File: src/hdl/frp_pkg.sv
// ----------------------------------------------------------------------------
// frp_pkg: shared constants for the frame rate pacer
// Tick and rate widths, event codes and register indexes.
// ----------------------------------------------------------------------------
`default_nettype none

package frp_pkg;

    localparam int TICK_WIDTH     = 32;
    localparam int RATE_FRAC_BITS = 16;

    // rates are unsigned Q12.F
    localparam int RATE_W = 12 + RATE_FRAC_BITS;

    localparam int OP_W      = 2;
    localparam int PERIOD_W  = 16;
    localparam int TARGET_W  = 12;
    localparam int ACTIVE_W  = 11;
    localparam int CFG_IDX_W = 1;
    localparam int CFG_DAT_W = 16;

    typedef logic [OP_W-1:0] op_t;

    localparam op_t OP_BEGIN       = 2'd0;
    localparam op_t OP_FRAME_START = 2'd1;
    localparam op_t OP_FRAME_END   = 2'd2;

    localparam logic [CFG_IDX_W-1:0] REG_TARGET_RATE     = 1'd0;
    localparam logic [CFG_IDX_W-1:0] REG_FALLBACK_PERIOD = 1'd1;

endpackage

`default_nettype wire

File: src/hdl/frp_event_if.sv
// ----------------------------------------------------------------------------
// frp_event_if: event request channel
// Valid/ready channel carrying an event code and its tick stamp.
// ----------------------------------------------------------------------------
`default_nettype none

interface frp_event_if;

    logic                            valid;
    logic                            ready;
    logic [frp_pkg::OP_W-1:0]        operation;
    logic [frp_pkg::TICK_WIDTH-1:0]  tick;

    modport source (output valid, operation, tick, input ready);
    modport sink   (input valid, operation, tick, output ready);

endinterface

`default_nettype wire

File: src/hdl/frp_result_if.sv
// ----------------------------------------------------------------------------
// frp_result_if: result channel
// Valid/ready channel carrying one pacer result per request.
// ----------------------------------------------------------------------------
`default_nettype none

interface frp_result_if;

    logic                           valid;
    logic                           ready;
    logic [frp_pkg::PERIOD_W-1:0]   frame_delta;
    logic [frp_pkg::PERIOD_W-1:0]   delay_ticks;
    logic                           config_error;

    modport source (output valid, frame_delta, delay_ticks, config_error, input ready);
    modport sink   (input valid, frame_delta, delay_ticks, config_error, output ready);

endinterface

`default_nettype wire

File: src/hdl/frp_cfg_if.sv
// ----------------------------------------------------------------------------
// frp_cfg_if: configuration write channel
// Valid/ready channel carrying a register index and write data.
// ----------------------------------------------------------------------------
`default_nettype none

interface frp_cfg_if;

    logic                            valid;
    logic                            ready;
    logic [frp_pkg::CFG_IDX_W-1:0]   index;
    logic [frp_pkg::CFG_DAT_W-1:0]   data;

    modport source (output valid, index, data, input ready);
    modport sink   (input valid, index, data, output ready);

endinterface

`default_nettype wire

File: src/hdl/frame_rate_pacer.sv
// ----------------------------------------------------------------------------
// frame_rate_pacer: frame pacing from tick-stamped events
// Begin / frame start / frame end events; one result per request.
// ----------------------------------------------------------------------------
// Takes one request at a time. The reciprocal divisions (frame period on a
// begin, measured rate on a frame start) run through a single restoring
// divider that retires one quotient bit per cycle (RATE_FRAC_BITS+13 bits,
// 29 at the default). The divide by five for the smoothing is a reciprocal
// multiply in the ST_SCALE state. A begin runs one division; a frame start
// runs the measured rate division, then the scaled smoothing, and skips
// the division when the tick delta is zero; a frame end needs no division.
// A finished result sits in an output register, so a new request is taken
// while it waits.
`default_nettype none

module frame_rate_pacer (
    input  wire logic        clk,
    input  wire logic        rst_n,
    frp_event_if.sink        events,
    frp_result_if.source     results,
    frp_cfg_if.sink          cfg
);

    localparam int TW     = frp_pkg::TICK_WIDTH;
    localparam int FB     = frp_pkg::RATE_FRAC_BITS;
    localparam int RW     = frp_pkg::RATE_W;
    localparam int PW     = frp_pkg::PERIOD_W;
    localparam int AW     = frp_pkg::ACTIVE_W;
    localparam int DIV_W  = RW + 1;
    localparam int DVS_W  = TW;
    localparam int CNT_W  = $clog2(DIV_W);

    // x / 5 == (x * ceil(2^(DIV_W+2) / 5)) >> (DIV_W+2) for any DIV_W-bit x
    localparam int               RECIP_SHIFT = DIV_W + 2;
    localparam logic [DIV_W-1:0] RECIP_5     =
        DIV_W'(((64'd1 << RECIP_SHIFT) + 64'd4) / 64'd5);

    localparam logic [DIV_W-1:0] RATE_1000   = DIV_W'(1000) << FB;
    localparam logic [DIV_W-1:0] DIVIDEND_1K = DIV_W'(1000);
    localparam logic [RW-1:0]    RATE_MAX    = RW'(2000) << FB;
    localparam int               DEAD_BAND   = ((1 << FB) + 9999) / 10000;
    localparam logic [AW-1:0]    UNLIMITED   = AW'(2000);
    localparam logic [PW-1:0]    PERIOD_MAX  = {PW{1'b1}};

    localparam logic [2:0] ST_IDLE  = 3'd0;
    localparam logic [2:0] ST_DIV   = 3'd1;
    localparam logic [2:0] ST_POST  = 3'd2;
    localparam logic [2:0] ST_END   = 3'd3;
    localparam logic [2:0] ST_DONE  = 3'd4;
    localparam logic [2:0] ST_SCALE = 3'd5;

    localparam logic [1:0] PH_BEGIN  = 2'd0;
    localparam logic [1:0] PH_MEAS   = 2'd1;
    localparam logic [1:0] PH_SMOOTH = 2'd2;

    // control
    logic [2:0]          state_reg, state_next;
    logic [1:0]          phase_reg, phase_next;
    logic [CNT_W-1:0]    cnt_reg, cnt_next;
    logic                out_valid_reg, out_valid_next;

    // configuration and pacer state
    logic [frp_pkg::TARGET_W-1:0] target_rate_reg, target_rate_next;
    logic [PW-1:0]       fallback_reg, fallback_next;
    logic [TW-1:0]       last_tick_reg, last_tick_next;
    logic [PW-1:0]       period_reg, period_next;
    logic [RW-1:0]       smooth_reg, smooth_next;
    logic [AW-1:0]       active_reg, active_next;

    // request and divider payload
    frp_pkg::op_t        op_reg, op_next;
    logic [TW-1:0]       tick_reg, tick_next;
    logic [TW-1:0]       delta_reg, delta_next;
    logic [DVS_W-1:0]    rem_reg, rem_next;
    logic [DIV_W-1:0]    quo_reg, quo_next;
    logic [DVS_W-1:0]    dvs_reg, dvs_next;
    logic [PW-1:0]       res_delta_reg, res_delta_next;
    logic [PW-1:0]       res_delay_reg, res_delay_next;
    logic                res_err_reg, res_err_next;
    logic [PW-1:0]       out_delta_reg, out_delta_next;
    logic [PW-1:0]       out_delay_reg, out_delay_next;
    logic                out_err_reg, out_err_next;

    // combinational helpers
    logic [DVS_W:0]      shifted;
    logic                geq;
    logic [DVS_W:0]      trial;
    logic [2*DIV_W-1:0]  by_five;
    logic [TW-1:0]       tick_diff;
    logic [TW-1:0]       diff_end;
    logic [TW-1:0]       delta_v;
    logic [TW-1:0]       render;
    logic [AW-1:0]       active_v;
    logic [RW-1:0]       smooth_v;
    logic [RW-1:0]       target_fx;
    logic [RW-1:0]       mag;
    logic                above;
    logic                out_free;

    assign events.ready  = (state_reg == ST_IDLE);
    assign cfg.ready     = 1'b1;
    assign results.valid        = out_valid_reg;
    assign results.frame_delta  = out_delta_reg;
    assign results.delay_ticks  = out_delay_reg;
    assign results.config_error = out_err_reg;

    // divider step: one quotient bit per cycle
    assign shifted = {rem_reg, quo_reg[DIV_W-1]};
    assign geq     = (shifted >= {1'b0, dvs_reg});
    assign trial   = shifted - {1'b0, dvs_reg};

    assign by_five = (2*DIV_W)'(quo_reg) * (2*DIV_W)'(RECIP_5);

    assign tick_diff = events.tick - last_tick_reg;
    assign diff_end  = tick_reg - last_tick_reg;
    assign delta_v   = tick_diff[TW-1] ? TW'(period_reg) : tick_diff;
    assign render    = (diff_end[TW-1] || (diff_end == '0)) ? TW'(1) : diff_end;
    assign active_v  = ((target_rate_reg == '0) || (target_rate_reg > 12'd1000))
                       ? UNLIMITED : target_rate_reg[AW-1:0];
    assign smooth_v  = quo_reg[RW-1:0];
    assign target_fx = RW'({active_reg, {FB{1'b0}}});
    assign above     = (smooth_v > target_fx);
    assign mag       = above ? (smooth_v - target_fx) : (target_fx - smooth_v);
    assign out_free  = !out_valid_reg || results.ready;

    always_comb
    begin
        state_next       = state_reg;
        phase_next       = phase_reg;
        cnt_next         = cnt_reg;
        out_valid_next   = out_valid_reg;
        target_rate_next = target_rate_reg;
        fallback_next    = fallback_reg;
        last_tick_next   = last_tick_reg;
        period_next      = period_reg;
        smooth_next      = smooth_reg;
        active_next      = active_reg;
        op_next          = op_reg;
        tick_next        = tick_reg;
        delta_next       = delta_reg;
        rem_next         = rem_reg;
        quo_next         = quo_reg;
        dvs_next         = dvs_reg;
        res_delta_next   = res_delta_reg;
        res_delay_next   = res_delay_reg;
        res_err_next     = res_err_reg;
        out_delta_next   = out_delta_reg;
        out_delay_next   = out_delay_reg;
        out_err_next     = out_err_reg;

        if (out_valid_reg && results.ready)
        begin
            out_valid_next = 1'b0;
        end

        if (cfg.valid)
        begin
            case (cfg.index)
                frp_pkg::REG_TARGET_RATE:     target_rate_next = cfg.data[11:0];
                frp_pkg::REG_FALLBACK_PERIOD: fallback_next    = cfg.data;
                default: ;
            endcase
        end

        case (state_reg)
            ST_IDLE:
            begin
                if (events.valid)
                begin
                    op_next        = events.operation;
                    tick_next      = events.tick;
                    res_delta_next = '0;
                    res_delay_next = '0;
                    res_err_next   = 1'b0;
                    rem_next       = '0;
                    cnt_next       = '0;
                    case (events.operation)
                        frp_pkg::OP_BEGIN:
                        begin
                            active_next    = active_v;
                            smooth_next    = RW'({active_v, {FB{1'b0}}});
                            last_tick_next = events.tick;
                            quo_next       = DIVIDEND_1K;
                            dvs_next       = DVS_W'(active_v);
                            phase_next     = PH_BEGIN;
                            state_next     = ST_DIV;
                        end
                        frp_pkg::OP_FRAME_START:
                        begin
                            delta_next = delta_v;
                            phase_next = PH_MEAS;
                            if (delta_v == '0)
                            begin
                                // zero delta reads as 1000 fps, no division
                                quo_next   = RATE_1000;
                                state_next = ST_POST;
                            end
                            else
                            begin
                                quo_next   = RATE_1000;
                                dvs_next   = delta_v;
                                state_next = ST_DIV;
                            end
                        end
                        frp_pkg::OP_FRAME_END:
                        begin
                            state_next = ST_END;
                        end
                        default:
                        begin
                            state_next = ST_DONE;
                        end
                    endcase
                end
            end

            ST_DIV:
            begin
                rem_next = geq ? trial[DVS_W-1:0] : shifted[DVS_W-1:0];
                quo_next = {quo_reg[DIV_W-2:0], geq};
                cnt_next = cnt_reg + CNT_W'(1);
                if (cnt_reg == CNT_W'(DIV_W - 1))
                begin
                    state_next = ST_POST;
                end
            end

            ST_SCALE:
            begin
                quo_next   = DIV_W'(by_five >> RECIP_SHIFT);
                state_next = ST_POST;
            end

            ST_POST:
            begin
                case (phase_reg)
                    PH_BEGIN:
                    begin
                        period_next  = quo_reg[PW-1:0];
                        res_err_next = (quo_reg[PW-1:0] > fallback_reg);
                        state_next   = ST_DONE;
                    end
                    PH_MEAS:
                    begin
                        // smoothed*0.2 + measured*0.8 = (s + 4m) / 5
                        quo_next   = DIV_W'(smooth_reg) + {quo_reg[DIV_W-3:0], 2'b00};
                        phase_next = PH_SMOOTH;
                        state_next = ST_SCALE;
                    end
                    PH_SMOOTH:
                    begin
                        smooth_next = smooth_v;
                        if (mag >= RW'(DEAD_BAND))
                        begin
                            if (above)
                            begin
                                if (period_reg != PERIOD_MAX)
                                    period_next = period_reg + PW'(1);
                            end
                            else if (period_reg > PW'(1))
                            begin
                                period_next = period_reg - PW'(1);
                            end
                        end
                        res_delta_next = (delta_reg > TW'(fallback_reg))
                                         ? fallback_reg : delta_reg[PW-1:0];
                        last_tick_next = tick_reg;
                        state_next     = ST_DONE;
                    end
                    default:
                    begin
                        state_next = ST_DONE;
                    end
                endcase
            end

            ST_END:
            begin
                if ((active_reg <= AW'(1000)) && (render < TW'(period_reg)))
                begin
                    res_delay_next = period_reg - render[PW-1:0];
                end
                state_next = ST_DONE;
            end

            ST_DONE:
            begin
                if (out_free)
                begin
                    out_delta_next = res_delta_reg;
                    out_delay_next = res_delay_reg;
                    out_err_next   = res_err_reg;
                    out_valid_next = 1'b1;
                    state_next     = ST_IDLE;
                end
            end

            default:
            begin
                state_next = ST_IDLE;
            end
        endcase
    end

    always_ff @(posedge clk or negedge rst_n)
    begin
        if (!rst_n)
        begin
            state_reg       <= ST_IDLE;
            phase_reg       <= PH_BEGIN;
            cnt_reg         <= '0;
            out_valid_reg   <= 1'b0;
            target_rate_reg <= 12'd60;
            fallback_reg    <= PW'(100);
            last_tick_reg   <= '0;
            period_reg      <= PW'(17);
            smooth_reg      <= RW'(60) << FB;
            active_reg      <= AW'(60);
        end
        else
        begin
            state_reg       <= state_next;
            phase_reg       <= phase_next;
            cnt_reg         <= cnt_next;
            out_valid_reg   <= out_valid_next;
            target_rate_reg <= target_rate_next;
            fallback_reg    <= fallback_next;
            last_tick_reg   <= last_tick_next;
            period_reg      <= period_next;
            smooth_reg      <= smooth_next;
            active_reg      <= active_next;
        end
    end

    always_ff @(posedge clk)
    begin
        op_reg        <= op_next;
        tick_reg      <= tick_next;
        delta_reg     <= delta_next;
        rem_reg       <= rem_next;
        quo_reg       <= quo_next;
        dvs_reg       <= dvs_next;
        res_delta_reg <= res_delta_next;
        res_delay_reg <= res_delay_next;
        res_err_reg   <= res_err_next;
        out_delta_reg <= out_delta_next;
        out_delay_reg <= out_delay_next;
        out_err_reg   <= out_err_next;
    end

    // a taken request blocks the next one until its result is queued
    a_one_at_a_time: assert property (@(posedge clk) disable iff (!rst_n)
        events.valid && events.ready |=> !events.ready)
        else $error("request taken while another is in progress");

    // the smoothed rate never exceeds the unlimited target
    a_smooth_bound: assert property (@(posedge clk) disable iff (!rst_n)
        smooth_reg <= RATE_MAX)
        else $error("smoothed rate out of range");

    // config error only comes from a begin
    a_err_from_begin: assert property (@(posedge clk) disable iff (!rst_n)
        (state_reg == ST_DONE) && res_err_reg |-> (op_reg == frp_pkg::OP_BEGIN))
        else $error("config error on non-begin request");

    // the divider never divides by zero
    a_div_nonzero: assert property (@(posedge clk) disable iff (!rst_n)
        (state_reg == ST_DIV) |-> (dvs_reg != '0))
        else $error("division by zero");

    // a new result is loaded only into a free output register
    a_no_overwrite: assert property (@(posedge clk) disable iff (!rst_n)
        out_valid_reg && !results.ready |=> out_valid_reg && $stable(out_delta_reg))
        else $error("pending result overwritten");

endmodule

`default_nettype wire

File: src/flat_wrapper.sv
// flat-port wrapper written by rule: the top's interface ports become plain ports
module frame_rate_pacer_flat 
  (clk, rst_n, events_valid, events_operation, events_tick, events_ready, results_valid, results_frame_delta, results_delay_ticks, results_config_error, results_ready, cfg_valid, cfg_index, cfg_data, cfg_ready);
  frp_event_if events_i ();
  frp_result_if results_i ();
  frp_cfg_if cfg_i ();
  input  wire logic clk;
  input  wire logic rst_n;
  input wire logic [$bits(events_i.valid)-1:0] events_valid;
  input wire logic [$bits(events_i.operation)-1:0] events_operation;
  input wire logic [$bits(events_i.tick)-1:0] events_tick;
  output wire logic [$bits(events_i.ready)-1:0] events_ready;
  output wire logic [$bits(results_i.valid)-1:0] results_valid;
  output wire logic [$bits(results_i.frame_delta)-1:0] results_frame_delta;
  output wire logic [$bits(results_i.delay_ticks)-1:0] results_delay_ticks;
  output wire logic [$bits(results_i.config_error)-1:0] results_config_error;
  input wire logic [$bits(results_i.ready)-1:0] results_ready;
  input wire logic [$bits(cfg_i.valid)-1:0] cfg_valid;
  input wire logic [$bits(cfg_i.index)-1:0] cfg_index;
  input wire logic [$bits(cfg_i.data)-1:0] cfg_data;
  output wire logic [$bits(cfg_i.ready)-1:0] cfg_ready;
  assign events_i.valid = events_valid;
  assign events_i.operation = events_operation;
  assign events_i.tick = events_tick;
  assign events_ready = events_i.ready;
  assign results_valid = results_i.valid;
  assign results_frame_delta = results_i.frame_delta;
  assign results_delay_ticks = results_i.delay_ticks;
  assign results_config_error = results_i.config_error;
  assign results_i.ready = results_ready;
  assign cfg_i.valid = cfg_valid;
  assign cfg_i.index = cfg_index;
  assign cfg_i.data = cfg_data;
  assign cfg_ready = cfg_i.ready;
  frame_rate_pacer u_core (.clk(clk), .rst_n(rst_n), .events(events_i), .results(results_i), .cfg(cfg_i));
endmodule
File: config.mk
export PLATFORM = sky130hd
export DESIGN_NAME = frame_rate_pacer_flat
export DESIGN_NICKNAME = d
export VERILOG_FILES = /design/src/hdl/frp_pkg.sv /design/src/hdl/frp_event_if.sv /design/src/hdl/frp_result_if.sv /design/src/hdl/frp_cfg_if.sv /design/src/hdl/frame_rate_pacer.sv /design/src/flat_wrapper.sv
export SDC_FILE = /design/constraint.sdc
export NUM_CORES = 2
export LEC_CHECK = 0
export BUFFER_PORTS_ARGS = -buffer_cell sky130_fd_sc_hd__clkbuf_2
export CORE_ASPECT_RATIO = 2
export CORE_MARGIN = 8
export CORE_UTILIZATION = 59
export DETAILED_ROUTE_END_ITERATION = 10
export MAX_ROUTING_LAYER = met4
export PLACE_DENSITY = 0.78
export SLEW_MARGIN = 20
export SYNTH_ARGS = -nofsm -noshare
export SYNTH_HDL_FRONTEND = slang
export SYNTH_SLANG_ARGS = --single-unit
File: constraint.sdc
create_clock -name clk -period 7 [get_ports clk]
set_input_delay 0.7 -clock clk [delete_from_list [all_inputs] [get_ports clk]]
set_output_delay 0.7 -clock clk [all_outputs]
set_load 0.02 [all_outputs]
==> results.json <==
{
  "clkTransAtPathRegs_ps": 80,
  "fin_crit_sh_pct": 98.2,
  "clock.fmax_ghz": 0.145,
  "grt_overflow": 0,
  "outcome": "finished clean",
  "cts_buffers": 29,
  "syn_inst": 3978,
  "grt_antenna_before_repair": 6,
  "r2r-end": "u_core.quo_reg[26]",
  "wl_per_cell_um": 26.1,
  "relSlewSlack_pct": 13.6,
  "fp.dieH_um": 374,
  "period_minus_slack_ps": 6870,
  "nFillCells": 5161,
  "finalWirelength_mm": 133,
  "cpPeakStageDelay_ps": 590,
  "multi_input_area_mm2": 0.0258,
  "area_growth_pct": 13.9,
  "rsz0062_at_grt": "true",
  "synth_nets": 4858,
  "max_cap_viol_count": 0,
  "rows": 131,
  "dr.pass1.iters": 5,
  "synth-edff-count": 221,
  "cts_tree": "built",
  "worstMarginPinSlew_ps": 1300,
  "syn_area_mm2": 0.0377,
  "ctsHoldBuffers": 0,
  "tns_ps": 0,
  "critPathMostFrequentCell": "fa_1",
  "cpMaxStageDelayCell": "fa_1",
  "drt_iter0_drc": 1903,
  "antenna_left": 0,
  "hp-class": "in2async",
  "pin_count": 92,
  "yosys-top-cells-area": "edfxtp_1 18%, ha_1 17%, fa_1 17%",
  "grt_usage_pct": 37.5,
  "layout-drive-gt1-share_pct": 16.3,
  "gp_congestion": 1.07,
  "syn_avg_cell_area_um2": 9.49,
  "ys.flop_type": "edfxtp_1",
  "reg2reg_setup_slack_ps": 130,
  "grt_pass1_vias": 32958,
  "synth.ff_latch_count": 347,
  "synth_top_cell_area_share_pct": 17.6,
  "layout.nets": 5158,
  "ys_types": 91,
  "seq_area_mm2": 0.00981,
  "cts_sinks": 347,
  "cp.buffers_inverters": 6,
  "root_buffer": "clkbuf_16",
  "hold_viol": 0,
  "fp.dieW_um": 195,
  "vias": 31245,
  "cp.required_ps": 7350,
  "slew_violations": 0,
  "r2r-start": "u_core.quo_reg[2]",
  "yosys_warnings": 0,
  "worstPathArrival_ps": 7220,
  "seq_area_frac_synth_pct": 26.0,
  "die_area_mm2": 0.0728,
  "path_class": "reg2reg",
  "grt_pass1_wl_mm": 196,
  "portBuffers": 90,
  "drc": 0,
  "endpoint_kind": "register",
  "dpl_cell_area_mm2": 0.0408,
  "crit_fanout": 3,
  "cts_buffer_depth": 3,
  "skew_ps": 13.2,
  "ff2ff_path_depth": 25,
  "final-setup-viol-count": 0,
  "crit_family": "adder cells",
  "grt_max_degree": 66,
  "coreArea_mm2": 0.0636,
  "worstSkewPairLatency_ps": 630,
  "synth-async-reset-ratio_pct": 36.3,
  "stdcell_area_mm2": 0.0430,
  "dpl.hpwl_mm": 108,
  "start_util_pct": 59.3,
  "h-tree-depth": 1,
  "synth_area_leader_cell": "edfxtp_1",
  "critPathLaunchType": "register",
  "vias_per_cell": 6.12
}
==> cells in the mapped netlist, types with 32 or more instances <==
master    instances
a21o_1           85
a21oi_1         221
a31oi_1          38
and3_1           32
clkbuf_1         93
dfrtp_1         109
edfxtp_1        221
fa_1            316
ha_1            508
inv_1           706
mux2_2           37
mux2i_1          69
nand2_1         253
nand2b_1         37
nand3_1          52
nand4_1          40
nor2_1          260
nor2b_1          46
nor3_1           65
o21ai_0         199
o31ai_1          32
xnor2_1          87
xor2_1           69
==> worst register-to-register path, delay by kind of cell (launching register included) <==
family / cells / cell delay, ps
muxes: 1 / 240
DFF: 1 / 510
and+or+nand+nor: 2 / 350
buffers and inverters: 6 / 680
AOI/OAI and AO/OA: 7 / 1190
xor gates and xnor gates: 1 / 180
adders and majority gates: 8 / 3420
==> how the worst max path moves through the flow <==
stage	startpoint	endpoint	slack (ps)	depth (start not counted)
CTS	u_core.quo_reg[9]	u_core.quo_reg[9]	2	25
finish	u_core.quo_reg[2]	u_core.quo_reg[26]	130	25
global placement	u_core.quo_reg[2]	u_core.quo_reg[26]	-460	26
global route	u_core.quo_reg[9]	u_core.quo_reg[26]	-80	25
floorplan	u_core.quo_reg[15]	u_core.quo_reg[17]	-7	27
detailed placement	u_core.quo_reg[2]	u_core.quo_reg[26]	-560	26
==> per-stage QoR <==
stage / utilization (%) / hold WS, ps / cells / setup WS, ps
finish: 67.6 / 34.2 / 5105 / 126
global route: 67.6 / 76.2 / 5104 / -78.9
CTS: 66.2 / 61.9 / 5076 / 2.47
detailed placement: 64.1 / 405 / 5017 / -564
global placement: 64.1 / 403 / 5016 / -460
floorplan: - / 400 / 3978 / -7.08
==> kinds of logic (layout without fill, tap and decap cells) <==
kind of cell | count (synthesis) | count (layout) | share of synthesized area [%]
xor gates and xnor gates | 156 | 156 | 3.62
adders and majority gates | 824 | 824 | 33.6
buffers and inverters | 814 | 1137 | 8.19
DFF | 347 | 347 | 26.0
AOI/OAI and AO/OA | 816 | 816 | 13.9
and+or+nand+nor | 914 | 914 | 11.8
other | 1 | 7 | 0.00994
muxes | 106 | 106 | 2.93
==> what timing repair did <==
item                                    in CTS  in global routing
pin swaps                                   21                104
endpoints found under the setup margin      26                 47
setup buffers                                5                 23
gates resized for setup                     55                153
==> metal layers <==
layer	GRT usage, %	vias to the layer above	share of wire, %
met5	-	-	0
met4	40.6	0	14
met3	6.29	697	5.0
met2	66.5	1252	52
met1	31.0	15130	29
li1	-	14166	-
==> cell type report <==
class	instances	area share, %
clock buffers	34	1.85
multi-input cells	2817	60.0
repair buffers	377	6.20
diodes	6	0.0349
clock inverters	20	0.594
flip-flops and latches	347	22.8
well taps	798	2.32
inverters	706	6.20
==> layout by cell type, fill, tap and decap left out, types with 19 or more instances in the layout <==
master and count:
o31ai_1 27, mux2_2 37, nor2b_1 43, o21ai_0 187, xnor2_1 83, nand3_1 50, inv_2 43, a21oi_1 212
nor3_1 62, a21o_1 85, inv_1 659, dfrtp_1 109, nand4_1 40, nand2b_1 37, a31oi_1 34, nand2_1 251
ha_1 461, fa_2 19, and3_1 30, o21a_1 25, clkbuf_16 30, mux2i_1 68, edfxtp_1 221, o22ai_1 20
nor2_1 256, and2_1 31, xor2_1 67, clkbuf_2 89, buf_4 277, ha_4 35, fa_1 297
Power is not shown: default switching activity piles up to over one toggle a cycle in this logic, so the estimate is an artifact.
